[src/rtl/core/text_console_writer_top_defines.svh]
// ----------------------------------------------------------------------------
// Text console writer assertion macros
// Shared property forms used by the console assertions, clocked on the
// block clock and switched off during reset.
// ----------------------------------------------------------------------------
`ifndef TEXT_CONSOLE_WRITER_TOP_DEFINES_SVH
`define TEXT_CONSOLE_WRITER_TOP_DEFINES_SVH

// Same-cycle implication
`define TCW_ASSERT_NOW(label, ante, cons, msg) \
   label: assert property (@(posedge clock) disable iff (reset) (ante) |-> (cons)) \
      else $error(msg);

// Next-cycle implication
`define TCW_ASSERT_NEXT(label, ante, cons, msg) \
   label: assert property (@(posedge clock) disable iff (reset) (ante) |=> (cons)) \
      else $error(msg);

`endif

[src/rtl/core/tcw_pkg.sv]
// ----------------------------------------------------------------------------
// Text console writer package
// Shared constants, codes, controller/datapath interface types and the
// tab-stop helper used to build the tab table.
// ----------------------------------------------------------------------------
package tcw_pkg;

   // Default geometry
   localparam int COLUMNS_DEF  = 80;
   localparam int ROWS_DEF     = 25;
   localparam int TAB_STOP_DEF = 8;

   // Port field widths
   localparam int KIND_W   = 3;
   localparam int COORD_W  = 7;
   localparam int BYTE_W   = 8;
   localparam int OCOL_W   = 7;
   localparam int OROW_W   = 5;
   localparam int COLOR_W  = 4;
   localparam int CSR_IDX_W = 1;
   localparam int CELL_W   = 16;

   // Internal cursor widths: hold any coordinate plus one
   localparam int POS_W     = 8;
   localparam int ROW_POS_W = 7;

   // Item kinds
   localparam logic [KIND_W-1:0] KIND_STREAM = 3'd0;
   localparam logic [KIND_W-1:0] KIND_PUT    = 3'd1;
   localparam logic [KIND_W-1:0] KIND_READ   = 3'd2;
   localparam logic [KIND_W-1:0] KIND_SCROLL = 3'd3;
   localparam logic [KIND_W-1:0] KIND_CLEAR  = 3'd4;

   // Character codes
   localparam logic [BYTE_W-1:0] CHAR_NUL   = 8'h00;
   localparam logic [BYTE_W-1:0] CHAR_TAB   = 8'h09;
   localparam logic [BYTE_W-1:0] CHAR_NL    = 8'h0A;
   localparam logic [BYTE_W-1:0] CHAR_CR    = 8'h0D;
   localparam logic [BYTE_W-1:0] CHAR_SPACE = 8'h20;

   // Register indexes
   localparam logic [CSR_IDX_W-1:0] CSR_FILL_FG = 1'b0;
   localparam logic [CSR_IDX_W-1:0] CSR_FILL_BG = 1'b1;

   // Fill colors after reset
   localparam logic [COLOR_W-1:0] RESET_FG = 4'hF;
   localparam logic [COLOR_W-1:0] RESET_BG = 4'h0;
   localparam logic [CELL_W-1:0]  RESET_BLANK = {RESET_BG, RESET_FG, CHAR_SPACE};

   // Datapath operations
   typedef enum logic [2:0] {
      OP_NONE      = 3'd0,
      OP_INIT_FILL = 3'd1,
      OP_SETUP     = 3'd2,
      OP_READ      = 3'd3,
      OP_CAPTURE   = 3'd4,
      OP_COPY      = 3'd5,
      OP_FILL      = 3'd6,
      OP_STREAM    = 3'd7
   } op_type;

   typedef struct packed {
      op_type op;
      logic   latch;
      logic   load_rsp;
   } cmd_type;

   typedef struct packed {
      logic [KIND_W-1:0] kind;
      logic              nul;
      logic              need_scroll;
      logic              in_range;
      logic              lines_zero;
      logic              lines_full;
      logic              cnt_at_end;
      logic              cnt_at_copy_end;
   } sts_type;

   // Next tab stop after column cur, capped at limit (elaboration only)
   function automatic int tab_next(input int cur, input int step, input int limit);
      int stop;
      stop = step;
      for (int k = 0; k < 256; k++) begin
         if (stop <= cur) begin
            stop = stop + step;
         end
      end
      if (stop > limit) begin
         stop = limit;
      end
      return stop;
   endfunction

endpackage

[src/rtl/core/tcw_ctrl.sv]
// ----------------------------------------------------------------------------
// Text console controller
// Sequences the cell store sweeps, cell accesses and the result word
// handshake for one item at a time.
// ----------------------------------------------------------------------------
module tcw_ctrl
   import tcw_pkg::*;
(
   input  logic    clock,
   input  logic    reset,
   input  logic    req_valid,
   output logic    req_ready,
   output logic    rsp_valid,
   input  logic    rsp_ready,
   input  sts_type sts,
   output cmd_type cmd
);

   typedef enum logic [9:0] {
      ST_INIT     = 10'b0000000001,
      ST_IDLE     = 10'b0000000010,
      ST_DISPATCH = 10'b0000000100,
      ST_READ     = 10'b0000001000,
      ST_CAPTURE  = 10'b0000010000,
      ST_COPY     = 10'b0000100000,
      ST_DRAIN    = 10'b0001000000,
      ST_FILL     = 10'b0010000000,
      ST_STREAM   = 10'b0100000000,
      ST_DONE     = 10'b1000000000
   } state_type;

   state_type state_ff, state_in;
   logic      rsp_valid_ff, rsp_valid_in;

   // Next state and commands
   always_comb begin
      state_in     = state_ff;
      cmd.op       = OP_NONE;
      cmd.latch    = 1'b0;
      cmd.load_rsp = 1'b0;
      req_ready    = 1'b0;
      unique case (state_ff)
         ST_INIT: begin
            cmd.op = OP_INIT_FILL;
            if (sts.cnt_at_end) begin
               state_in = ST_IDLE;
            end
         end
         ST_IDLE: begin
            req_ready = 1'b1;
            if (req_valid) begin
               cmd.latch = 1'b1;
               state_in  = ST_DISPATCH;
            end
         end
         ST_DISPATCH: begin
            cmd.op = OP_SETUP;
            unique case (sts.kind)
               KIND_STREAM: begin
                  if (sts.nul) begin
                     state_in = ST_DONE;
                  end else if (sts.need_scroll) begin
                     state_in = ST_COPY;
                  end else begin
                     state_in = ST_STREAM;
                  end
               end
               KIND_PUT, KIND_READ: begin
                  state_in = sts.in_range ? ST_READ : ST_DONE;
               end
               KIND_SCROLL: begin
                  if (sts.lines_zero) begin
                     state_in = ST_DONE;
                  end else if (sts.lines_full) begin
                     state_in = ST_FILL;
                  end else begin
                     state_in = ST_COPY;
                  end
               end
               KIND_CLEAR: begin
                  state_in = ST_FILL;
               end
               default: begin
                  state_in = ST_DONE;
               end
            endcase
         end
         ST_READ: begin
            cmd.op   = OP_READ;
            state_in = ST_CAPTURE;
         end
         ST_CAPTURE: begin
            cmd.op   = OP_CAPTURE;
            state_in = ST_DONE;
         end
         ST_COPY: begin
            cmd.op = OP_COPY;
            if (sts.cnt_at_copy_end) begin
               state_in = ST_DRAIN;
            end
         end
         ST_DRAIN: begin
            // let the last moved cell retire on the write port
            state_in = ST_FILL;
         end
         ST_FILL: begin
            cmd.op = OP_FILL;
            if (sts.cnt_at_end) begin
               state_in = (sts.kind == KIND_STREAM) ? ST_STREAM : ST_DONE;
            end
         end
         ST_STREAM: begin
            cmd.op   = OP_STREAM;
            state_in = ST_DONE;
         end
         ST_DONE: begin
            if (!rsp_valid_ff || rsp_ready) begin
               cmd.load_rsp = 1'b1;
               state_in     = ST_IDLE;
            end
         end
      endcase
   end

   // Hold the result word until taken
   always_comb begin
      if (cmd.load_rsp) begin
         rsp_valid_in = 1'b1;
      end else if (rsp_ready) begin
         rsp_valid_in = 1'b0;
      end else begin
         rsp_valid_in = rsp_valid_ff;
      end
   end

   always_ff @(posedge clock) begin
      if (reset) begin
         state_ff     <= ST_INIT;
         rsp_valid_ff <= 1'b0;
      end else begin
         state_ff     <= state_in;
         rsp_valid_ff <= rsp_valid_in;
      end
   end

   assign rsp_valid = rsp_valid_ff;

endmodule

[config.mk]
export PLATFORM = sky130hd
export DESIGN_NAME = tcw_ctrl
export DESIGN_NICKNAME = d
export VERILOG_FILES = /design/src/rtl/core/text_console_writer_top_defines.svh /design/src/rtl/core/tcw_pkg.sv /design/src/rtl/core/tcw_ctrl.sv
export SDC_FILE = /design/constraint.sdc
export NUM_CORES = 1
export LEC_CHECK = 0
export CORE_UTILIZATION = 40
export CTS_BUF_LIST = sky130_fd_sc_hd__clkbuf_4 sky130_fd_sc_hd__clkbuf_8 sky130_fd_sc_hd__clkbuf_16
export DETAILED_ROUTE_END_ITERATION = 10
export DONT_BUFFER_PORTS = 1
export PLACE_DENSITY_LB_ADDON = 0.3
export RECOVER_POWER = 100
export SLEW_MARGIN = 25
export SYNTH_ARGS = -nofsm -noshare
export SYNTH_HDL_FRONTEND = slang
export SYNTH_SLANG_ARGS = --single-unit
[constraint.sdc]
create_clock -name clock -period 2.2 [get_ports clock]
set_input_delay 0.44 -clock clock [delete_from_list [all_inputs] [get_ports clock]]
set_output_delay 0.44 -clock clock [all_outputs]
set_load 0.01 [all_outputs]
# After elaboration in Yosys (flattened, before gate mapping)
# Index checks and enable logic that the tools add are counted.
# word_totals
ff_bits	11
output_inout_bits	7
elab_cells	49
# op_classes
eq_ne	19
mux	21
n_reduce_logical	7
# op_table
op	count
2-to-1 mux 10 bit	9
one-hot mux 10 bit (9 select lines)	1
one-hot mux 10 bit (4 select lines)	1
one-hot mux 3 bit (7 select lines)	1
equality test 10 x 1 -> 1 bit (second input constant)	1
equality test 10 bit (second input constant)	1
equality test 10 x 2 -> 1 bit (second input constant)	1
equality test 10 x 3 -> 1 bit (second input constant)	1
equality test 10 x 4 -> 1 bit (second input constant)	1
equality test 10 x 5 -> 1 bit (second input constant)	1
equality test 10 x 6 -> 1 bit (second input constant)	1
equality test 10 x 7 -> 1 bit (second input constant)	1
equality test 10 x 8 -> 1 bit (second input constant)	1
equality test 10 x 9 -> 1 bit (second input constant)	1
!= test 2 bit (second input constant)	5
2-to-1 mux 9 bit	1
2-to-1 mux 8 bit	1
2-to-1 mux 1 bit	7
equality test 3 x 2 -> 1 bit (second input constant)	2
AND reduction 5 bit	1
OR reduction 2 bit	2
equality test 3 x 1 -> 1 bit (second input constant)	1
equality test 3 bit (second input constant)	1
logical NOT 3 bit	1
3 further kinds	3

# Longest topological paths before layout
# Gate-level depths: netlist (run 1).
# logic_depth
word_depth	5
ltp_mapped	6
mapped_depth_nobuf	5

# Worst setup path after synthesis (run 1)
# Ideal clock, no wire load.
# synth_path
path_type	reg2out
from	register state_ff[0]
to	output cmd[2] in the netlist's numbering
arrival_ns	1.406
path_slack_ns	0.354
path_stages_with_launch	5
path_buffers	0
cell_sequence	dfxtp_1 -> nor4_4 -> nand2_1 -> or4_1 -> o41ai_1
# synth_lines
item	line_no	rtl
from (decl)	tcw_ctrl.sv:32	state_type state_ff, state_in;
from (signal assigned)	tcw_ctrl.sv:141	state_ff <= state_in;
to (decl)	tcw_ctrl.sv:16	output cmd_type cmd

==> results.cfg, run 1 <==
[pwr]
max-vdd-ir-drop_uv = 433
finalPower_mw = 0.409
power_frac_comb = 0.156
p_clk_frac = 0.329
switchingPower_mw = 0.105
cellPowerDensity_nw_per_um2 = 431
p_int_mw = 0.304
power.share.switching = 0.257
leakagePower_nw = 0.324
seqPwrFrac = 0.515

[timing]
fin_worst_skew_ps = 3.40
max_freq_ghz = 0.470
tightest_slew_ps = 388
slew_violations = 0
relSlewSlack = 0.741
rsz0062_at_grt = yes
tns_ps = 0
hold_violations = 0
period_share = 0.968
whs_ps = 226
min_period_ps = 2130
setup_viol = 0

[yosys]
syn_avg_cell_area_sq_um = 8.38
postSynthNetCount = 117
yosysUniqueCellTypes = 45
synth-edff-count = 0
postSynth.asyncResetShare = 0
yosysWarnings = 0
synthesis.area_sq_um = 863
synth-seq-area-share = 0.255
synthCells = 103
ys_seq_elements = 11
ys.flop_type = dfxtp_1

[clock_network]
cts_root_buf = clkbuf_4
htree_levels = 1
clk_latency_ps = 270
cts_buffer_depth = 2
cts_tree = done
cts_hold_buf = 0
path_clk_slew_ps = 70
cts.sinks = 11
cts_buffers = 3

[grt]
grt_max_degree = 12
met3_usage = 0.0629
antenna_found_initial = 0
grt_pass1_vias = 690
use_met2 = 0.275
gr-total-overflow = 0
grt_most_used_layer = met2
grt_pass1_wl_microns = 3020
met1_usage = 0.214
gr-usage-all-layers = 0.168

[cells_and_area]
nNetsFinal = 120
syn_to_final_growth_pct = 10.0
fillers = 192
post-route-util = 0.474
layout-drive-gt1-share = 0.267
design_area_sq_um = 950
final-seq-area_sq_um = 231
diodes = 0
multi_input_area_sq_um = 616

[detailed_routing]
num_vias = 810
drcViolationCount = 0
via_per_inst = 6.14
first_iter_violations = 20
final_antenna_net_count = 0
wl_per_cell_microns = 15.4
dr.pass1.iters = 4
postRouteWirelength_microns = 2040

[setup_path]
cp-start-kind = register
crit_path_end_kind = output pin
cp_max_fo = 8
reg2reg_depth = 5
worstReg2RegEnd = state_ff[4]
regToRegStartpoint = state_ff[7]
crit_type = reg2out
ff2ff_setup_slack_ps = 400
cp_data_required_time_ps = 1760
cp.arrival_ps = 1690

[job]
max_cap_violations = 0

[placed_design]
gp_congestion = 0.823
dp_hpwl_microns = 1510
placed_area_sq_um = 867
io_buffers = 0

[die]
row_count = 16
initial_utilization = 0.431
pin_count = 21
die_h_microns = 48.5
die_area_sq_um = 2350
die_w_microns = 48.5
core_sq_um = 2000

[hold_path]
min_from = sts[9]
hold_depth = 1
hold_end = state_ff[8]
hold_path.class = in2reg

[outcome]
status = completed
metal layers:
layer  part of all wire  vias up  wire, microns
li1                   -      391              -
met1               0.42      388            856
met2               0.50       27           1010
met3              0.068        4            138
met4              0.014        0             28
met5                  0        -              0
registers in the layout (all words and copies together), names as in the netlist:
name and cells:
rsp_valid 1, state_ff 10
how the worst max path moves through the flow:
stage | from | to | depth (start not counted)
floorplan | state_ff[0] | cmd[2] | 4
global placement | state_ff[0] | cmd[2] | 5
detailed placement | state_ff[0] | cmd[2] | 5
CTS | state_ff[8] | cmd[0] | 4
global route | state_ff[6] | cmd[2] | 4
finish | state_ff[6] | cmd[2] | 4
final cells by class:
cell class,count,share of cell area
timing repair buffer,4,0.0316
clock inverter,1,0.00527
sequential,11,0.244
tap,27,0.0356
inverter,3,0.0119
clock buffer,3,0.0237
multi-input combinational,83,0.648
cell usage in the layout (no fill, tap or decap), types with 2 or more instances in the layout:
cell type and count:
nor3_1 3, nor2b_1 4, dfxtp_2 6, nor2_1 7
inv_1 3, nand2_1 8, and4b_1 2, xor2_1 2
dfxtp_1 4, nand2b_1 4, a21oi_1 6, nor4_4 3
xnor2_1 3, nor3b_1 2, clkbuf_4 3, o21ai_0 6
buf_4 4, o31a_1 2, nand3b_1 3, and3_1 2
kinds of logic (layout without fill, tap and decap cells):
logic type,after synthesis,in the layout,synth area share
and+or+nand+nor,54,54,0.441
AOI/OAI and AO/OA,24,24,0.188
DFF,11,11,0.255
buffers and inverters,9,11,0.0652
xor gates and xnor gates,5,5,0.0507
through the flow:
stage	cells	setup slack, ps
after floorplan	103	354
after global placement	126	242
after detailed placement	126	229
after CTS	131	-18.7
after global routing	132	-32.9
final	132	70.5
power groups by stage:
stage	logic (mW)	clock network [mW]	registers [mW]
after floorplan	0.0419	0	0.214
after detailed placement	0.0550	0	0.215
after global routing	0.0693	0.150	0.211
final	0.0638	0.135	0.211
after global placement	0.0548	0	0.215
after CTS	0.0579	0.138	0.211
Yosys cell counts (all sizes together) (3+ instances only):
| library cell | number | area (sq um) |
|---|---|---|
| nor2 | 7 | 26.3 |
| xnor2 | 3 | 26.3 |
| buf | 6 | 45.0 |
| nand2b | 4 | 25.0 |
| o21ai | 6 | 30.0 |
| nor2b | 5 | 31.3 |
| dfxtp | 11 | 220 |
| nand2 | 8 | 30.0 |
| nor3 | 3 | 15.0 |
| inv | 3 | 11.3 |
| a21oi | 6 | 30.0 |
| nor4 | 5 | 67.6 |
| nand3b | 3 | 22.5 |
timing repair:
item	in CTS	in global routing
gates resized for setup	1	12
endpoints found under the setup margin	2	3
buffers inserted	1	1
pin swaps	1	4
critical path, cell delays in order, from the launching register on:
cell     delay, ps
dfxtp_2        390
nor4_4         410
nand2_1        140
o41ai_2        310
buf_4          170
(Power assumes the default switching activity.)
==> run 2, diff against run 1 <==
Clock period 2.2 ns to 2.02 ns, I/O delays scaled along.
==> run 2 against run 1 <==
  * Hold slack worse by 38 ps
  * Non-clock buffer count up 3
  * Critical path type unchanged
  * Critical path depth down 1
  * Register-to-register slack worse by 180 ps
  * Routed wire length down 4.4%
  * Clock power up 11%
  * Largest cell class unchanged
  * Sequential share of layout area down 0.088 points
  * The run now ends with negative setup slack left
  * Critical endpoint is now cmd[1]
==> results.cfg, run 2 (synthesized netlist as in run 1, its figures left out) <==
[detailed_routing]
num_vias = 783
drcViolationCount = 0
first_iter_violations = 17
dr.pass1.iters = 4
via_per_inst = 5.80
final_antenna_net_count = 0
wl_per_cell_microns = 14.4
postRouteWirelength_microns = 1950

[timing]
tns_ps = -88.7
hold_violations = 0
rsz0062_at_grt = yes
tightest_slew_ps = 410
layout_setup_ws_ps = -47.9
slew_violations = 0
relSlewSlack = 0.726
fin_worst_skew_ps = 6.09
min_period_ps = 2070
setup_viol = 2
period_share = 1.02
max_freq_ghz = 0.484

[cells_and_area]
largest_reg_flops = 10
design_area_sq_um = 963
syn_to_final_growth_pct = 11.6
nNetsFinal = 123
final_cell_mix = 7 x nor2_1, 7 x nand2_1, 7 x buf_4
max_flop_register = state_ff
diodes = 0
layout-drive-gt1-share = 0.278

[clock_network]
cts_root_buf = clkbuf_4
htree_levels = 1
cts_tree = done
cts_buffers = 3
clk_latency_ps = 280
cts.sinks = 11
cts_hold_buf = 0
path_clk_slew_ps = 70
cts_buffer_depth = 2

[pwr]
p_clk_frac = 0.335
max-vdd-ir-drop_uv = 284
power_frac_comb = 0.154
power.share.switching = 0.265
switchingPower_mw = 0.119
leakagePower_nw = 0.339
p_int_mw = 0.330
cellPowerDensity_nw_per_um2 = 466
seqPwrFrac = 0.511

[setup_path]
regToRegStartpoint = state_ff[7]
max_stage_delay_ps = 420
crit_type = reg2out
cp_max_fo = 11
cp-startpoint = state_ff[7]
slowest_stage = dfxtp_1
crit_family = simple AND/OR/NAND/NOR gates
cp_data_required_time_ps = 1620
cp-start-kind = register
crit_path_end_kind = output pin
crit_chain = nor4_2 -> and4b_1 -> and2_1
crit_buf_inv = 0
cp.arrival_ps = 1660

[placed_design]
placed_area_sq_um = 890
dpl_worst_slack_ps = 152
io_buffers = 0
dp_hpwl_microns = 1490
gp_congestion = 0.823

[grt]
antenna_found_initial = 0
grt_pass1_wl_microns = 3300
gr-usage-all-layers = 0.184
grt_max_degree = 12
gr-total-overflow = 0
grt_pass1_vias = 730

[hold_path]
min_from = sts[9]
hold_path.class = in2reg

[die]
die_h_microns = 48.5
initial_utilization = 0.431
pin_count = 21
die_area_sq_um = 2350
die_w_microns = 48.5
core_sq_um = 2000
row_count = 16

[outcome]
status = finished with violations
violations = negative setup slack

[job]
max_cap_violations = 0
-- run 2: stage by stage --
stage                      util  std cells  power (mW)  hold WS [ps]
after global routing      0.481        135       0.471           185
after CTS                 0.485        136       0.456           177
final                     0.481        135       0.449           189
after detailed placement  0.444        129       0.298           478
after floorplan               -        103       0.279           473
after global placement    0.444        129       0.297           475
-- run 2: worst register-to-register path, stage by stage, from the launching register on --
cell	delay [ps]
dfxtp_1	550
nor4_2	120
a31oi_1	270
o21a_1	240
nand3_1	220
nor4_1	320
-- run 2: path summary, 6_finish.rpt --
path	to	slack, ps	depth (start not counted)
max	cmd[1]	-50	3
min	state_ff[8]	190	1
max reg2reg	state_ff[4]	220	5
min reg2reg	state_ff[4]	610	3
-- run 2: timing repair --
item / in CTS / in global routing
pin swaps: 4 / 2
resized for setup: 13 / 3
setup endpoints to repair: 3 / 5
setup buffers: 3 / 0
-- run 2: per-layer routing --
layer / wire, microns / up-vias / share of wire / GRT usage
met1: 932 / 365 / 0.48 / 0.240
met3: 93 / 6 / 0.048 / 0.0597
met4: 18 / 0 / 0.0092 / 0.0294
met5: 0 / - / 0 / 0
met2: 905 / 18 / 0.46 / 0.300
li1: - / 394 / - / -
-- run 2: power by group through the flow --
stage               logic [mW]  registers (mW)  clock network (mW)
floorplan               0.0457           0.233                   0
global placement        0.0636           0.234                   0
detailed placement      0.0643           0.234                   0
CTS                     0.0721           0.228               0.155
global route            0.0767           0.230               0.165
finish                  0.0693           0.229               0.150
-- run 2: area by class of cell --
| cell class | instances | area (sq um) |
|---|---|---|
| Inverter | 3 | 11.3 |
| Tap cell | 27 | 33.8 |
| Timing Repair Buffer | 7 | 52.6 |
| Multi-Input combinational cell | 83 | 604 |
| Clock inverter | 1 | 5.00 |
| Sequential cell | 11 | 234 |
| Fill cell | 216 | 1040 |
| Clock buffer | 3 | 22.5 |
==> run 3, diff against run 2 <==
Settings changed: CORE_UTILIZATION 40 to 60.
==> run 3 against run 2 <==
  * The flow still finishes with violations (negative setup slack)
  * First-iteration DRC count rose by 150%
  * Count of clock-buffer cells in the layout is 1 higher
  * Critical path depth rose by 2
  * Non-clock buffer count is 7 higher
  * Global-route usage rose by 15 points
  * Fmax shrank 2.7%
  * Clock power up 11%
==> results.cfg, run 3 (synthesized netlist as in run 1, its figures left out) <==
[die]
pin_count = 21
core_sq_um = 1320
initial_utilization = 0.655
die_w_microns = 39.9
die_area_sq_um = 1590
die_h_microns = 39.9
row_count = 13

[cells_and_area]
syn_to_final_growth_pct = 21.7
diodes = 0
fillers = 87
final-seq-area_sq_um = 231
layout-drive-gt1-share = 0.365
final_cell_mix = 9 x buf_4, 6 x nor2_1, 6 x nand2_1, 6 x o21ai_0, 6 x dfxtp_1
nNetsFinal = 130
multi_input_area_sq_um = 636
largest_reg_flops = 10
fin_cells = 130
max_flop_register = state_ff
final_common_cell = buf_4

[detailed_routing]
num_vias = 874
dr.pass1.iters = 4
postRouteWirelength_microns = 2410
drcViolationCount = 0
first_iter_violations = 42
wl_per_cell_microns = 18.6
final_antenna_net_count = 0
via_per_inst = 6.72

[hold_path]
hold_path.class = in2reg
min_from = sts[9]

[setup_path]
crit_type = reg2out
cp_data_required_time_ps = 1620
cp-startpoint = state_ff[1]
cp_max_fo = 2
cp-start-kind = register
max_stage_delay_ps = 430
crit_family = simple AND/OR/NAND/NOR gates
slowest_stage = or4_4
crit_chain = nor4_4 -> nand2_2 -> or4_4 -> o41ai_2 -> buf_4
cp.arrival_ps = 1720
regToRegStartpoint = state_ff[5]
crit_buf_inv = 1
crit_path_end_kind = output pin

[clock_network]
cts_buffers = 3
path_clk_slew_ps = 70
cts_buffer_depth = 2
cts_tree = done
clk_latency_ps = 270
htree_levels = 1
cts_root_buf = clkbuf_4
cts_hold_buf = 0
cts.sinks = 11

[placed_design]
dp_hpwl_microns = 1550
gp_congestion = 0.821
io_buffers = 0
dp.cells = 119

[job]
max_cap_violations = 0

[timing]
setup_viol = 2
tightest_slew_ps = 353
period_share = 1.05
min_period_ps = 2120
max_freq_ghz = 0.471
rsz0062_at_grt = yes
fin_worst_skew_ps = 0.664
relSlewSlack = 0.763
layout_setup_ws_ps = -105
hold_violations = 0
slew_violations = 0

[grt]
grt_max_degree = 12
gr-total-overflow = 0
gr-usage-all-layers = 0.338
grt_pass1_vias = 775
grt_pass1_wl_microns = 3510
antenna_found_initial = 0

[pwr]
cellPowerDensity_nw_per_um2 = 467
leakagePower_nw = 0.389
max-vdd-ir-drop_uv = 380
finalPower_mw = 0.491

[outcome]
status = finished with violations
violations = negative setup slack
[run 3: metrics by stage]
step           cell area, sq um  hold slack (ps)  setup WS [ps]  utilization  TNS (ps)
2_1_floorplan               863              473            210            -         0
3_3_place_gp                890              474            174        0.675         0
6_report                   1050              183           -105        0.798      -196
5_1_grt                    1050              175           -154        0.798      -350
4_1_cts                    1020              189          -68.5        0.777      -186
3_5_place_dp                890              476           99.3        0.675         0
[run 3: final timing paths]
| kind | to | slack (ps) | cells after the start |
|---|---|---|---|
| worst max-delay path | cmd[2] | -100 | 5 |
| worst min register to register | rsp_valid | 640 | 2 |
| worst max register to register | state_ff[4] | 140 | 6 |
| worst min-delay path | state_ff[8] | 180 | 1 |
[run 3: final cells by class]
type / count / area share
flip-flops and latches: 11 / 0.220
repair buffers: 14 / 0.118
well taps: 15 / 0.0179
clock buffers: 4 / 0.0286
multi-input cells: 83 / 0.605
inverters: 3 / 0.0107
[run 3: what timing repair did]
action	4_1_cts	5_1_grt
buffers inserted	7	1
pin swaps	6	7
setup endpoints to repair	5	7
gates resized for setup	13	12
[run 3: power by group]
group | leakage [nW] | total (mW) | switching (mW) | internal, mW
Combinational | 0.278 | 0.0966 | 0.0458 | 0.0508
Sequential | 0.0921 | 0.228 | 0.00717 | 0.220
Clock | 0.0184 | 0.167 | 0.0766 | 0.0901
[run 3: routing by layer]
| layer | track usage | up-vias | routed length (microns) |
|---|---|---|---|
| li1 | - | 410 | - |
| met1 | 0.383 | 388 | 937 |
| met5 | 0 | - | 0 |
| met3 | 0.0667 | 16 | 181 |
| met4 | 0.224 | 0 | 94 |
| met2 | 0.569 | 60 | 1200 |
